File: src/chgs_pkg.sv
package chgs_pkg;

	// Default build sizes
	localparam int MAX_POINTS_DEF = 64;
	localparam int COORD_BITS_DEF = 16;

	// Smallest set that has a hull
	localparam int MIN_HULL = 3;

	// Width of the coordinate fields on the ports
	localparam int FIELD_W = 16;

	// Commands from the controller to the datapath
	typedef struct packed {
		logic store_we;
		logic sort_we;
		logic sort_wsel;   // 1: write the compared word, 0: write the word being inserted
		logic stack_we;
		logic piv_upd;
		logic piv_first;
		logic cur_ld;
		logic sref_ld;
		logic p_ld;
		logic turn_scan;   // 1: turn of the scan stack, 0: angle compare around the pivot
		logic push;
		logic pop;
		logic sec_ld;
		logic out_ld;
		logic out_zero;
	} dp_cmd_t;

	// Status from the datapath to the controller
	typedef struct packed {
		logic turn_pos;
		logic ahead;
	} dp_stat_t;

endpackage

File: src/chgs_ctrl.sv
module chgs_ctrl #(
	parameter int MAX_POINTS = chgs_pkg::MAX_POINTS_DEF
) (
	input  logic                          clk,
	input  logic                          arst_n,
	input  logic                          in_valid,
	output logic                          in_ready,
	input  logic                          last_point,
	output logic                          out_valid,
	input  logic                          out_ready,
	output logic                          last_vertex,
	output logic                          hull_empty,
	output logic                          overflow,
	output chgs_pkg::dp_cmd_t             cmd,
	input  chgs_pkg::dp_stat_t            stat,
	output logic [$clog2(MAX_POINTS)-1:0] store_waddr,
	output logic [$clog2(MAX_POINTS)-1:0] store_raddr,
	output logic [$clog2(MAX_POINTS)-1:0] sort_waddr,
	output logic [$clog2(MAX_POINTS)-1:0] sort_raddr,
	output logic [$clog2(MAX_POINTS)-1:0] stack_waddr,
	output logic [$clog2(MAX_POINTS)-1:0] stack_raddr
);

	import chgs_pkg::*;

	localparam int IW = $clog2(MAX_POINTS);
	localparam int NW = $clog2(MAX_POINTS + 1);

	typedef enum logic [3:0] {
		S_IDLE, S_PIV_A, S_PIV_B,
		S_SRT_RD, S_SRT_CUR, S_SRT_CHK, S_SRT_SREF, S_SRT_CMP, S_SRT_DEC,
		S_SCN_RD, S_SCN_P, S_SCN_CHK, S_SCN_TST, S_SCN_SEC,
		S_EM_RD, S_EM_LD
	} state_t;

	state_t state_q;
	logic [NW-1:0] count_q, i_q, j_q, d_q, k_q;
	logic [NW-1:0] cnt_next, j_m1, d_m3, i_p1;
	logic drop_q, cnt_full, in_acc, out_acc, em_wait_q;

	assign cnt_full = (count_q == NW'(MAX_POINTS));
	assign cnt_next = cnt_full ? count_q : count_q + NW'(1);
	assign j_m1     = j_q - NW'(1);
	assign d_m3     = d_q - NW'(3);
	assign i_p1     = i_q + NW'(1);
	assign in_ready = (state_q == S_IDLE) && !em_wait_q;
	assign in_acc   = in_valid && in_ready;
	assign out_acc  = out_valid && out_ready;

	assign store_waddr = count_q[IW-1:0];
	assign store_raddr = i_q[IW-1:0];
	assign sort_waddr  = j_q[IW-1:0];
	assign sort_raddr  = (state_q == S_SRT_CHK) ? j_m1[IW-1:0] : i_q[IW-1:0];
	assign stack_waddr = d_q[IW-1:0];
	assign stack_raddr = (state_q == S_SCN_TST) ? d_m3[IW-1:0] : k_q[IW-1:0];

	// Decode datapath commands from the state
	always_comb begin
		cmd = '0;
		cmd.turn_scan = 1'b1;
		unique case (state_q)
			S_IDLE: begin
				cmd.store_we = in_acc && !cnt_full;
				cmd.out_zero = in_acc && last_point && (cnt_next < NW'(MIN_HULL));
			end
			S_PIV_B: begin
				cmd.piv_upd   = 1'b1;
				cmd.piv_first = (i_q == '0);
			end
			S_SRT_CUR:  cmd.cur_ld = 1'b1;
			S_SRT_CHK:  cmd.sort_we = (j_q == '0);
			S_SRT_SREF: cmd.sref_ld = 1'b1;
			S_SRT_CMP:  cmd.turn_scan = 1'b0;
			S_SRT_DEC: begin
				cmd.sort_we   = 1'b1;
				cmd.sort_wsel = stat.ahead;
			end
			S_SCN_P: cmd.p_ld = 1'b1;
			S_SCN_CHK: begin
				cmd.stack_we = (d_q <= NW'(1));
				cmd.push     = (d_q <= NW'(1));
			end
			S_SCN_TST: begin
				cmd.stack_we = stat.turn_pos;
				cmd.push     = stat.turn_pos;
				cmd.pop      = !stat.turn_pos;
			end
			S_SCN_SEC: cmd.sec_ld = 1'b1;
			S_EM_LD:   cmd.out_ld = 1'b1;
			default: ;
		endcase
	end

	// Hold state, counters and the result flags
	always_ff @(posedge clk or negedge arst_n) begin
		if (!arst_n) begin
			state_q     <= S_IDLE;
			count_q     <= '0;
			i_q         <= '0;
			j_q         <= '0;
			d_q         <= '0;
			k_q         <= '0;
			drop_q      <= 1'b0;
			em_wait_q   <= 1'b0;
			out_valid   <= 1'b0;
			last_vertex <= 1'b0;
			hull_empty  <= 1'b0;
			overflow    <= 1'b0;
		end else begin
			unique case (state_q)
				S_IDLE: begin
					if (em_wait_q) begin
						// Result word on the output: wait for the receiver
						if (out_acc) begin
							out_valid <= 1'b0;
							em_wait_q <= 1'b0;
							if (last_vertex) begin
								count_q <= '0;
								drop_q  <= 1'b0;
								d_q     <= '0;
							end else begin
								k_q     <= k_q + NW'(1);
								state_q <= S_EM_RD;
							end
						end
					end else if (in_acc) begin
						count_q <= cnt_next;
						drop_q  <= drop_q | cnt_full;
						if (last_point) begin
							if (cnt_next < NW'(MIN_HULL)) begin
								out_valid   <= 1'b1;
								last_vertex <= 1'b1;
								hull_empty  <= 1'b1;
								overflow    <= drop_q | cnt_full;
								em_wait_q   <= 1'b1;
								d_q         <= '0;
							end else begin
								i_q     <= '0;
								state_q <= S_PIV_A;
							end
						end
					end
				end
				S_PIV_A: state_q <= S_PIV_B;
				S_PIV_B: begin
					if (i_p1 == count_q) begin
						i_q     <= '0;
						state_q <= S_SRT_RD;
					end else begin
						i_q     <= i_p1;
						state_q <= S_PIV_A;
					end
				end
				S_SRT_RD: state_q <= S_SRT_CUR;
				S_SRT_CUR: begin
					j_q     <= i_q;
					state_q <= S_SRT_CHK;
				end
				S_SRT_CHK: begin
					if (j_q == '0) begin
						if (i_p1 == count_q) begin
							i_q     <= '0;
							d_q     <= '0;
							state_q <= S_SCN_RD;
						end else begin
							i_q     <= i_p1;
							state_q <= S_SRT_RD;
						end
					end else begin
						state_q <= S_SRT_SREF;
					end
				end
				S_SRT_SREF: state_q <= S_SRT_CMP;
				S_SRT_CMP:  state_q <= S_SRT_DEC;
				S_SRT_DEC: begin
					if (stat.ahead) begin
						j_q     <= j_m1;
						state_q <= S_SRT_CHK;
					end else if (i_p1 == count_q) begin
						i_q     <= '0;
						d_q     <= '0;
						state_q <= S_SCN_RD;
					end else begin
						i_q     <= i_p1;
						state_q <= S_SRT_RD;
					end
				end
				S_SCN_RD: state_q <= S_SCN_P;
				S_SCN_P:  state_q <= S_SCN_CHK;
				S_SCN_CHK: begin
					if (d_q <= NW'(1)) begin
						d_q <= d_q + NW'(1);
						if (i_p1 == count_q) begin
							k_q     <= '0;
							state_q <= S_EM_RD;
						end else begin
							i_q     <= i_p1;
							state_q <= S_SCN_RD;
						end
					end else begin
						state_q <= S_SCN_TST;
					end
				end
				S_SCN_TST: begin
					if (stat.turn_pos) begin
						d_q <= d_q + NW'(1);
						if (i_p1 == count_q) begin
							k_q     <= '0;
							state_q <= S_EM_RD;
						end else begin
							i_q     <= i_p1;
							state_q <= S_SCN_RD;
						end
					end else begin
						// Drop the top; refetch the new second entry when there is one
						d_q     <= d_q - NW'(1);
						state_q <= (d_q >= NW'(3)) ? S_SCN_SEC : S_SCN_CHK;
					end
				end
				S_SCN_SEC: state_q <= S_SCN_CHK;
				S_EM_RD:   state_q <= S_EM_LD;
				S_EM_LD: begin
					out_valid   <= 1'b1;
					last_vertex <= (k_q + NW'(1) == d_q);
					hull_empty  <= 1'b0;
					overflow    <= drop_q;
					em_wait_q   <= 1'b1;
					state_q     <= S_IDLE;
				end
				default: state_q <= S_IDLE;
			endcase
		end
	end

endmodule

File: config.mk
export PLATFORM = sky130hd
export DESIGN_NAME = chgs_ctrl
export DESIGN_NICKNAME = d
export VERILOG_FILES = /design/src/chgs_pkg.sv /design/src/chgs_ctrl.sv
export SDC_FILE = /design/constraint.sdc
export NUM_CORES = 1
export LEC_CHECK = 0
export ABC_CLOCK_PERIOD_IN_PS = 3000
export BUFFER_PORTS_ARGS = -buffer_cell sky130_fd_sc_hd__buf_2
export CAP_MARGIN = 40
export CORE_ASPECT_RATIO = 0.8
export CORE_MARGIN = 1
export CORE_UTILIZATION = 59
export CTS_BUF_LIST = sky130_fd_sc_hd__clkbuf_4 sky130_fd_sc_hd__clkbuf_8
export CTS_CLUSTER_DIAMETER = 40
export DETAILED_ROUTE_END_ITERATION = 6
export PLACE_DENSITY_LB_ADDON = 0.08
export SLEW_MARGIN = 5
export SYNTH_ARGS = -nofsm -noshare
export SYNTH_HDL_FRONTEND = slang
export SYNTH_SLANG_ARGS = --single-unit
export TNS_END_PERCENT = 50
File: constraint.sdc
create_clock -name clk -period 3 [get_ports clk]
set_input_delay 0.45 -clock clk [delete_from_list [all_inputs] [get_ports clk]]
set_output_delay 0.45 -clock clk [all_outputs]
set_load 0.05 [all_outputs]
==> metrics.md, run 1 <==
| Metric | Value |
|---|---|
| Status | `finished, final reports clean` |
| Hold Slack | `0.104 ns` |
| Nets@finish | `558` |
| H-tree levels | `2` |
| Layout cell share with drive strength beyond 1 | `0.236` |
| Overflow after GRT | `0` |
| Final core occ | `0.680` |
| Die Wd | `92.7 um` |
| Yosys cell types | `67` |
| EDFF count, synth | `0` |
| Synthesized area | `3880 um2` |
| Sequential-to-total area share from yosys stat | `0.290` |
| Required @ worst endpoint | `2.55 ns` |
| Largest net degree at the start of global routing | `25` |
| Vert. Die Dim | `74.5 um` |
| Total power | `5.34 mW` |
| Max-cap violations | `0` |
| Asr flop ratio synth | `1.00` |
| Mapped Cells | `500` |
| Leak pwr | `2.03 nW` |
| HPWL Detailed | `7500 um` |
| Top Layer Used | `met4` |
| Max VDD drop | `0.694 mV` |
| Crit path kind | `reg -> out` |
| Skew final | `0.00973 ns` |
| Worst hold path class | `in -> async` |
| # setup viols final | `0` |
| Die ar. | `6910 um2` |
| Worst-path clk slew | `0.09 ns` |
| First-pass GRT wire length | `15600 um` |
| Routability cong. | `0.924` |
| CTS tree | `yes` |
| DR WL/cell | `16.1 um` |
| Post-CTS Hold Buffers | `0` |
| CP Launch Type | `register` |
| Core Footprint | `6380 um2` |
| PwrDens | `1230 nW/um2` |
| Final Hold Viols | `0` |
| FF/Latch Area | `1130 um2` |
| Sink Count | `45` |
| WL met2 | `4910 um` |
| Final Max Slew Viols | `0` |
| Placed insts | `616` |
| Yosys reg bits | `45` |
| Fillers | `581` |
| Starting Density | `0.609` |
| Multi-input logic area | `2370 um2` |
| # port buffers | `62` |
| Clock Path Buffers | `2` |
| Finished Layout Cells | `627` |
| Crit. End Element | `primary output` |
| Max stage delay on crit path | `0.42 ns` |
| Vias in the first global route | `3241` |
| Max transition margin | `0.615` |
| Place WS | `0.126 ns` |
| Diodes inserted | `0` |
| Worst Path Max Fanout | `5` |
| Tot GR Track Use | `0.290` |
| Final critical-path share of the clock period | `0.972` |
| Via count | `3742` |
| Crit path max-delay cell type | `or3_4` |
| Warnings from Yosys | `0` |
| Area growth syn-to-layout | `11.7%` |
| CTS buffer count | `5` |
| DR iter-0 viols | `271` |
| Worst path cell trace | `or3_4 > or3_4 > o221a_4 > a2111oi_4 > and3_1 > buf_4` |
| DRT met1 WL | `4430 um` |
| Min Tclk post-route | `2.92 ns` |
| Met3 routed WL | `540 um` |
| DRT Pass-1 Iters | `5` |
| Worst path most repeated cell | `or3_4` |
| # rows | `26` |
| Fmax achieved | `343 MHz` |
| Worst Tran Pin Value | `0.574 ns` |
| Post-Syn Nets | `516` |
| Ports | `63` |
| Avg Cell Area, Syn | `7.76 um2` |
| Final ANT Viol Nets | `0` |
| Post-synth top flop | `dfrtp_1` |
| Initial antenna violation count | `0` |
| Root Driver | `clkbuf_8` |
| Clock Latency Late Sink | `0.32 ns` |
| WL final | `10100 um` |
| Vias/cell | `5.97` |
| Worst EP arrival | `2.47 ns` |
| DRC | `0` |
| Setup ws final | `0.0840 ns` |
-- repair_timing --
| item | 4_1_cts | 5_1_grt |
|---|---|---|
| cloned | 0 | 0 |
| endpoints found under the setup margin | 1 | 8 |
| setup buffers | 0 | 3 |
| pin swaps | 0 | 4 |
| gates resized for setup | 2 | 8 |
-- path summary, 6_finish.rpt --
kind / startpoint / to / slack (ns) / cells after the start
worst max-delay path: count_q[2] / cmd[0] / 0.08 / 6
worst min-delay path: arst_n / i_q[5] / 0.10 / 1
worst max register to register: j_q[0] / i_q[4] / 0.13 / 10
worst min register to register: hull_empty / hull_empty / 0.50 / 2
max in group asynchronous: arst_n / hull_empty / 2.37 / 2
min in group clk: out_ready / em_wait_q / 0.46 / 3
-- per-layer routing --
metal  global-route usage  up-vias
met3               0.0389       19
met2                0.506      131
met1                0.377     1786
met5                    0        -
li1                     -     1806
met4               0.0991        0
-- report_power, final --
| group | internal, mW | switching, mW | total, mW | leakage [nW] |
|---|---|---|---|---|
| Clock | 0.281 | 0.228 | 0.509 | 0.0619 |
| Combinational | 1.31 | 2.42 | 3.74 | 1.38 |
| Sequential | 0.797 | 0.293 | 1.09 | 0.589 |
| Total | 2.39 | 2.94 | 5.34 | 2.03 |
-- per-stage QoR --
step | TNS [ns] | instance area [um2]
floorplan | -0.0110 | 3880
global placement | 0 | 4150
detailed placement | 0 | 4170
CTS | 0 | 4290
global route | -0.0970 | 4340
finish | 0 | 4340
-- worst max-delay path, delay by kind of cell (launching register included) --
| family | cells | cell delay [ns] |
|---|---|---|
| DFF | 1 | 0.38 |
| and+or+nand+nor | 3 | 1.08 |
| AOI/OAI and AO/OA | 2 | 0.47 |
| buffers and inverters | 1 | 0.21 |
-- synth_stat cells (2+ instances only) --
| cell type | instances | share of area |
|---|---|---|
| o21a_1 | 2 | 0.0039 |
| o31ai_1 | 3 | 0.0058 |
| buf_6 | 3 | 0.0087 |
| o22ai_1 | 4 | 0.0064 |
| nor2_1 | 53 | 0.051 |
| o21ai_1 | 5 | 0.0064 |
| a22oi_1 | 3 | 0.0058 |
| nand3b_1 | 4 | 0.0077 |
| nor4_4 | 2 | 0.011 |
| o21ai_0 | 43 | 0.055 |
| nand2_1 | 63 | 0.061 |
| and3_1 | 8 | 0.013 |
| nor4_1 | 2 | 0.0032 |
| a2111oi_4 | 2 | 0.014 |
| inv_1 | 17 | 0.016 |
| or3_1 | 4 | 0.0064 |
| or3_4 | 3 | 0.0087 |
| a211o_1 | 3 | 0.0068 |
| a211oi_1 | 4 | 0.0077 |
| buf_2 | 4 | 0.0052 |
| o41ai_1 | 2 | 0.0045 |
| nor3_1 | 9 | 0.012 |
| mux2i_1 | 4 | 0.010 |
| dfrtp_1 | 45 | 0.29 |
| or2_2 | 2 | 0.0032 |
| ha_1 | 9 | 0.029 |
| a21oi_2 | 2 | 0.0045 |
| nor2b_1 | 9 | 0.015 |
| clkbuf_1 | 21 | 0.020 |
| nand2b_1 | 5 | 0.0081 |
| a31oi_1 | 10 | 0.016 |
| buf_4 | 26 | 0.050 |
| xor2_1 | 8 | 0.018 |
| nor3b_1 | 2 | 0.0039 |
| a22o_1 | 7 | 0.016 |
| a21oi_1 | 34 | 0.044 |
| xnor2_1 | 22 | 0.050 |
| nand3_1 | 22 | 0.028 |
-- flip-flops by register name, summed over array words and instances, names as in the netlist, 4 cells and up --
name,count
count_q,7
state_q,4
d_q,7
j_q,7
i_q,7
k_q,7
-- cell families after synthesis --
| group | after synthesis | share of synthesized area |
|---|---|---|
| AO/OA/AOI/OAI | 138 | 0.237 |
| XOR/XNOR | 30 | 0.0677 |
| adder cells (fa/ha/maj) | 9 | 0.0290 |
| buffers and inverters | 74 | 0.104 |
| flip-flops | 45 | 0.290 |
| multiplexers | 4 | 0.0103 |
| AND/OR/NAND/NOR | 200 | 0.262 |
-- layout make-up --
| cell class | count | share of cell area |
|---|---|---|
| inverters | 19 | 0.0165 |
| well taps | 84 | 0.0242 |
| flip-flops and latches | 45 | 0.261 |
| multi-input cells | 381 | 0.547 |
| clock buffers | 7 | 0.0208 |
| clock inverters | 1 | 0.00693 |
| repair buffers | 90 | 0.124 |
-- placed cells by master (no fill, tap or decap), types with 8 or more instances in the layout --
cell	synthesis	routed
xnor2_1	22	22
nand2_1	63	63
o21ai_0	43	43
nor3_1	9	8
nor2b_1	9	9
a21oi_1	34	34
nor2_1	53	53
buf_2	4	61
a31oi_1	10	10
xor2_1	8	8
nand3_1	22	22
dfrtp_1	45	42
buf_4	26	28
inv_1	17	17
(Power assumes the default switching activity.)
==> inputs of run 2 (changes only) <==
--- a/config.mk
+++ b/config.mk
@@ -5,6 +5,7 @@
 export SDC_FILE = /design/constraint.sdc
 export NUM_CORES = 1
 export LEC_CHECK = 0
+export ABC_AREA = 1
 export ABC_CLOCK_PERIOD_IN_PS = 3000
 export BUFFER_PORTS_ARGS = -buffer_cell sky130_fd_sc_hd__buf_2
 export CAP_MARGIN = 40
==> run 2 against run 1 <==
  * Power is 7.9% lower
  * Die area up 1.3%
  * Via count rose by 7.8%
  * Fmax is 7.0% higher
  * Cell count is 17% higher
  * Combinational power fell by 13%
  * Clock skew is 0.00096 ns lower
  * Largest power group unchanged
==> metrics.md, run 2 <==
| Metric | Value |
|---|---|
| # rows | `26 (unchanged)` |
| Post-synth top flop | `dfrtp_1` |
| Post-CTS Setup Inserts | `0 (unchanged)` |
| Skew final | `0.00876 ns (-0.000964 ns)` |
| # setup viols final | `0 (unchanged)` |
| Final core occ | `0.666 (-0.0144)` |
| Starting Density | `0.614 (+0.00511)` |
| Sink Count | `45 (unchanged)` |
| DR iter-0 viols | `367 (+35%)` |
| Routability cong. | `0.898 (-2.8%)` |
| Vias in the first global route | `3355 (+3.5%)` |
| CTS tree | `yes` |
| EDFF count, synth | `0 (unchanged)` |
| # port buffers | `62 (unchanged)` |
| Post-Syn Nets | `632 (+22%)` |
| Status | `finished, final reports clean` |
| Fmax achieved | `367 MHz (+7.0%)` |
| Die Wd | `93.3 um (+0.66%)` |
| Final ANT Viol Nets | `0 (unchanged)` |
| Setup_tns | `0 ns (unchanged)` |
| DR WL/cell | `13.8 um (-14%)` |
| Worst Path Max Fanout | `7 (+2)` |
| WL final | `10200 um (+0.95%)` |
| Area growth syn-to-layout | `8.46%` |
| Max transition margin | `0.664 (+0.0486)` |
| RSZ-0062 raised after global routing | `false` |
| Hold Slack | `0.0146 ns (-0.0899 ns)` |
| Most frequent cells in the layout | `nand2_1 (206), inv_1 (75), buf_2 (62)` |
| Worst hold path class | `in -> async` |
| Die ar. | `7000 um2 (+1.3%)` |
| Top Layer Used | `met4` |
| Diodes inserted | `0 (unchanged)` |
| Final Max Slew Viols | `0 (unchanged)` |
| Root Driver | `clkbuf_8` |
| Avg Cell Area, Syn | `6.38 um2 (-18%)` |
| Reg2reg setup slack | `0.52 ns (+0.39 ns)` |
| Worst Tran Pin Value | `0.504 ns (-0.0703 ns)` |
| Asr flop ratio synth | `1.00 (unchanged)` |
| Sequential-to-total area share from yosys stat | `0.286 (-0.00388)` |
| Warnings from Yosys | `0 (unchanged)` |
| Yosys cell types | `34 (-49%)` |
| Initial antenna violation count | `0 (unchanged)` |
| Synth area leader | `dfrtp_1` |
| Clock Path Buffers | `2 (unchanged)` |
| CP Launch Type | `register` |
| Place WS | `0.555 ns (+0.429 ns)` |
| WL met2 | `4260 um (-13%)` |
| Met3 routed WL | `845 um (+56%)` |
| Most common cell after layout, fill and taps aside | `nand2_1` |
| Commonest cells post-synth | `nand2_1 (206), inv_1 (75), nor2_1 (55)` |
| Setup ws final | `0.274 ns (+0.190 ns)` |
| Vias/cell | `5.48 (-8.2%)` |
| Post-CTS Hold Buffers | `0 (unchanged)` |
| H-tree levels | `2 (unchanged)` |
| Crit path kind | `reg -> out` |
| Top-count cell post-synth | `nand2_1` |
| DRT Pass-1 Iters | `5 (unchanged)` |
| Core Footprint | `6410 um2 (+0.51%)` |
| Total power | `4.91 mW (-7.9%)` |
| Yosys reg bits | `45 (unchanged)` |
| Max VDD drop | `0.705 mV (+1.6%)` |
| Clock Latency Late Sink | `0.30 ns (-0.02 ns)` |
| CTS buffer count | `5 (unchanged)` |
| Vert. Die Dim | `75.0 um (+0.66%)` |
| HPWL Detailed | `7950 um (+6.0%)` |
| Final Hold Viols | `0 (unchanged)` |
| Max-cap violations | `0 (unchanged)` |
| Layout cell share with drive strength beyond 1 | `0.160 (-0.0762)` |
| Area contributors post-synth | `dfrtp_1 (29%), nand2_1 (20%), inv_1 (7.2%)` |
| R2R Path End | `d_q[6]` |
| Reg2reg path depth | `12 (+2)` |
| Worst-path clk slew | `0.09 ns (about the same)` |
| Nets@finish | `667 (+20%)` |
| Post-layout instance area | `4270 um2 (-1.6%)` |
| Tot GR Track Use | `0.297 (+0.00684)` |
| Min Tclk post-route | `2.73 ns (-0.190 ns)` |
| Final critical-path share of the clock period | `0.909 (-0.0634)` |
| Leak pwr | `2.51 nW (+24%)` |
| DRC | `0 (unchanged)` |
| Via count | `4034 (+7.8%)` |
| CTS resizes | `0 (-2)` |
| Yosys top cell area share | `0.286 (-0.00388)` |
| Worst EP arrival | `2.28 ns (-0.19 ns)` |
| Finished Layout Cells | `736 (+17%)` |
| Placed insts | `728 (+18%)` |
| Crit. End Element | `primary output` |
| DRT met1 WL | `5010 um (+13%)` |
| PwrDens | `1150 nW/um2 (-6.4%)` |
| Area post-placement | `4150 um2 (-0.57%)` |
| Largest net degree at the start of global routing | `36 (+44%)` |
| Worst r2r src | `i_q[0]` |
| Synthesized area | `3930 um2 (+1.4%)` |
| Overflow after GRT | `0 (unchanged)` |
| Mapped Cells | `616 (+23%)` |
| First-pass GRT wire length | `16200 um (+3.8%)` |
| Required @ worst endpoint | `2.55 ns (about the same)` |
| Ports | `63 (unchanged)` |
run 2: changes by cell type in the layout (fill, tap and decap cells not counted), moves of 9 or more:
cell / delta
nor2b_1: -9
o21ai_0: -13
a31oi_1: -9
xnor2_1: -17
buf_4: -27
xor2_1: +10
nand2_1: +143
a21oi_1: -26
inv_1: +58
nand4_1: +15
nand3_1: +21
run 2: per-layer routing:
| metal | up-vias | global-route usage |
|---|---|---|
| met5 | - | 0 |
| met4 | 0 | 0.0735 |
| met3 | 8 | 0.0525 |
| met2 | 168 | 0.436 |
| met1 | 1862 | 0.451 |
| li1 | 1996 | - |
run 2: worst max path at each step:
stage                from     end  slack (ns)  cells after the start
2_1_floorplan  state_q[3]  cmd[9]        0.07                      5
3_3_place_gp       i_q[0]  d_q[2]        0.61                     12
3_5_place_dp       i_q[0]  d_q[6]        0.55                     12
4_1_cts        count_q[0]  cmd[0]        0.29                     13
5_1_grt        count_q[0]  cmd[0]        0.06                     13
6_report       count_q[0]  cmd[0]        0.27                     13
run 2: power breakdown:
part           leakage, nW  switching (mW)  internal [mW]
sequential           0.588           0.351          0.806
combinational         1.86            2.38          0.892
clock               0.0619           0.207          0.281
total                 2.51            2.93           1.98
run 2: cell type report:
type | instances | area, um2
tap | 84 | 105
fill | 630 | 2140
timing repair buffer | 64 | 338
clock inverter | 1 | 30.0
multi-input combinational | 452 | 2260
clock buffer | 7 | 90.1
inverter | 83 | 312
sequential | 45 | 1130
run 2: cells by family (layout without fill, tap and decap cells):
logic type	after synthesis	count (layout)	share of synthesized area
AO/OA/AOI/OAI	69	69	0.104
XOR/XNOR	23	23	0.0512
adder cells (fa/ha/maj)	9	9	0.0286
buffers and inverters	119	155	0.139
flip-flops	45	45	0.286
AND/OR/NAND/NOR	351	351	0.391
run 2: critical path, stage by stage (launching register included):
cell     delay, ns
dfrtp_1       0.47
inv_1         0.13
ha_1          0.15
nand2_1       0.05
inv_1         0.11
nand3_2       0.12
nand2_1       0.08
inv_1         0.04
nor2_1        0.10
nand2_1       0.08
nor2_1        0.21
nand2_1       0.13
inv_1         0.06
buf_2         0.25
==> inputs of run 3 (changes only) <==
--- a/config.mk
+++ b/config.mk
@@ -6,12 +6,12 @@
 export NUM_CORES = 1
 export LEC_CHECK = 0
 export ABC_AREA = 1
-export ABC_CLOCK_PERIOD_IN_PS = 3000
+export ABC_CLOCK_PERIOD_IN_PS = 3150
 export BUFFER_PORTS_ARGS = -buffer_cell sky130_fd_sc_hd__buf_2
 export CAP_MARGIN = 40
 export CORE_ASPECT_RATIO = 0.8
 export CORE_MARGIN = 1
-export CORE_UTILIZATION = 59
+export CORE_UTILIZATION = 64
 export CTS_BUF_LIST = sky130_fd_sc_hd__clkbuf_4 sky130_fd_sc_hd__clkbuf_8
 export CTS_CLUSTER_DIAMETER = 40
 export DETAILED_ROUTE_END_ITERATION = 6
==> constraint.sdc (replaced) <==
create_clock -name clk -period 3.15 [get_ports clk]
set_input_delay 0.4725 -clock clk [delete_from_list [all_inputs] [get_ports clk]]
set_output_delay 0.4725 -clock clk [all_outputs]
set_load 0.05 [all_outputs]
==> run 3 against run 2 <==
  * Via count grew 0.27%
  * Core utilization grew 4.9 points
  * Non-clock buffer count shrank 1
  * Combinational power shrank 6%
  * Largest cell class unchanged
==> metrics.md, run 3 (same netlist as run 2, synthesis figures left out) <==
| Metric | Value |
|---|---|
| Worst hold path class | `in -> async` |
| Logic pwr share | `0.676 (+0.011)` |
| First-pass GRT wire length | `15900 um (-2.1%)` |
| CP Launch Type | `register` |
| Placed insts | `724 (-0.55%)` |
| Die ar. | `6460 um2 (-7.6%)` |
| Overflow after GRT | `0 (unchanged)` |
| # port buffers | `62 (unchanged)` |
| Skew final | `0.00646 ns (-0.00231 ns)` |
| Worst path cell trace | `ha_1 > nand3_1 > nor2_1 > nand2_1 > nand2_1 > nand2_1 > inv_1 > nand2_1 > nor2_1 > nand2_1 > inv_1 > buf_2` |
| Layout cell share with drive strength beyond 1 | `0.158 (-0.00129)` |
| PwrDens | `1080 nW/um2 (-6.4%)` |
| Sw Share | `0.605 (+0.00832)` |
| DRT Pass-1 Iters | `5 (unchanged)` |
| Max-cap violations | `0 (unchanged)` |
| Max stage delay on crit path | `0.49 ns (+0.02 ns)` |
| Root Driver | `clkbuf_8` |
| Delay-heaviest family, CP | `simple AND/OR/NAND/NOR gates` |
| Core Footprint | `5910 um2 (-7.8%)` |
| Sw Pwr | `2.76 mW (-6.0%)` |
| CTS tree | `yes` |
| H-tree levels | `2 (unchanged)` |
| Max transition margin | `0.660 (-0.00430)` |
| DRC | `0 (unchanged)` |
| Clock Latency Late Sink | `0.29 ns (about the same)` |
| Ports | `63 (unchanged)` |
| Sink Count | `45 (unchanged)` |
| Max VDD drop | `0.721 mV (+2.3%)` |
| Post-CTS Hold Buffers | `0 (unchanged)` |
| Initial antenna violation count | `0 (unchanged)` |
| Worst-path clk slew | `0.08 ns (about the same)` |
| Die Wd | `89.6 um (-3.9%)` |
| RSZ-0062 raised after global routing | `false` |
| HPWL Detailed | `7590 um (-4.5%)` |
| Largest net degree at the start of global routing | `34 (-5.6%)` |
| Flop pwr share | `0.243 (+0.007)` |
| Final critical-path share of the clock period | `0.879` |
| Vert. Die Dim | `72.1 um (-3.9%)` |
| Worst EP arrival | `2.30 ns (+0.02 ns)` |
| Fillers | `491 (-22%)` |
| Starting Density | `0.665 (+0.0516)` |
| Final Hold Viols | `0 (unchanged)` |
| Vias in the first global route | `3335 (-0.60%)` |
| Worst path most repeated cell | `nand2_1` |
| Crit path max-delay cell type | `dfrtp_1` |
| Worst Path Max Fanout | `7 (unchanged)` |
| DR WL/cell | `13.3 um (-3.5%)` |
| Leak pwr | `2.50 nW (-0.65%)` |
| Status | `finished, final reports clean` |
| Area post-placement | `4130 um2 (-0.27%)` |
| Area growth syn-to-layout | `7.45%` |
| Worst Tran Pin Value | `0.506 ns (+0.00219 ns)` |
| CTS resizes | `0 (unchanged)` |
| P_int | `1.80 mW (-9.2%)` |
| # rows | `25 (-3.8%)` |
| Min Tclk post-route | `2.77 ns` |
| # setup viols final | `0 (unchanged)` |
| CTS buffer count | `5 (unchanged)` |
| WL final | `9760 um (-4.0%)` |
| Via count | `4045 (+0.27%)` |
| Crit path buf inv count | `3 (-2)` |
| FF/Latch Area | `1130 um2 (unchanged)` |
| Crit path kind | `reg -> out` |
| Fmax achieved | `361 MHz` |
| Clock power frac | `0.081 (-0.018)` |
| Crit. End Element | `primary output` |
| Post-layout instance area | `4230 um2 (-0.94%)` |
| Clock Path Buffers | `2 (unchanged)` |
| Finished Layout Cells | `732 (-0.54%)` |
| Tot GR Track Use | `0.313 (+0.0163)` |
| Setup_tns | `0 ns (unchanged)` |
| Multi-input logic area | `2260 um2 (unchanged)` |
| Post-CTS Setup Inserts | `0 (unchanged)` |
| DR iter-0 viols | `413 (+13%)` |
| Final Max Slew Viols | `0 (unchanged)` |
| Routability cong. | `0.967 (+7.7%)` |
| Most common cell after layout, fill and taps aside | `nand2_1` |
| Diodes inserted | `0 (unchanged)` |
| Nets@finish | `666 (-0.15%)` |
| Final ANT Viol Nets | `0 (unchanged)` |
| Required @ worst endpoint | `2.68 ns (+0.13 ns)` |
| Vias/cell | `5.53 (+0.82%)` |
| Most frequent cells in the layout | `nand2_1 (206), inv_1 (75), buf_2 (62)` |
-- run 3: cell count changes in the layout (fill, tap and decap cells not counted) --
cell / before / now
clkbuf_8: 6 / 5
buf_4: 1 / 0
bufinv_16: 1 / 0
clkbuf_4: 1 / 3
-- run 3: worst paths after layout --
path,cells past startpoint,startpoint,slack (ns),to
max,12,count_q[1],0.38,cmd[0]
min,1,arst_n,0.05,d_q[3]
max reg2reg,12,i_q[0],0.66,d_q[2]
min reg2reg,2,k_q[6],0.50,k_q[6]
max in group asynchronous,2,arst_n,2.61,k_q[1]
min in group clk,3,in_valid,0.46,count_q[0]
-- run 3: routing by layer --
layer | GRT usage | vias to the layer above | share of wire | wire [um]
li1 | - | 2005 | - | -
met1 | 0.508 | 1804 | 0.48 | 4730
met2 | 0.433 | 225 | 0.41 | 3990
met3 | 0.0569 | 11 | 0.10 | 979
met4 | 0.0511 | 0 | 0.0065 | 63
met5 | 0 | - | 0 | 0
-- run 3: power by group through the flow --
stage	Combinational, mW	Clock (mW)	Sequential [mW]
after global placement	2.99	0	1.09
after global routing	3.36	0.396	1.14
after CTS	3.05	0.375	1.10
final	3.08	0.368	1.11
after detailed placement	3.04	0	1.11
after floorplan	2.58	0	1.05
-- run 3: area by class of cell --
cell class / count / share of cell area
clock buffers: 8 / 0.0216
inverters: 83 / 0.0737
multi-input cells: 452 / 0.536
flip-flops and latches: 45 / 0.267
well taps: 81 / 0.0240
repair buffers: 63 / 0.0782
-- run 3: per-stage QoR --
stage	util	hold slack, ns	power, mW	worst slack, ns
after floorplan	-	0.177	3.63	0.201
after global placement	0.696	0.475	4.09	0.808
after detailed placement	0.699	0.379	4.14	0.710
after CTS	0.715	0.0594	4.52	0.398
after global routing	0.715	0.0682	4.89	0.120
final	0.715	0.0521	4.55	0.381
-- run 3: worst register-to-register path, stage by stage (launching register included) --
cell     delay [ns]
dfrtp_1        0.46
inv_1          0.13
ha_1           0.35
xnor2_1        0.16
nand2_1        0.07
nor2_1         0.10
nand2_1        0.05
nor2_1         0.19
nand2_1        0.30
nand2_1        0.24
nand3_2        0.17
nand2_1        0.10
nand2_1        0.05
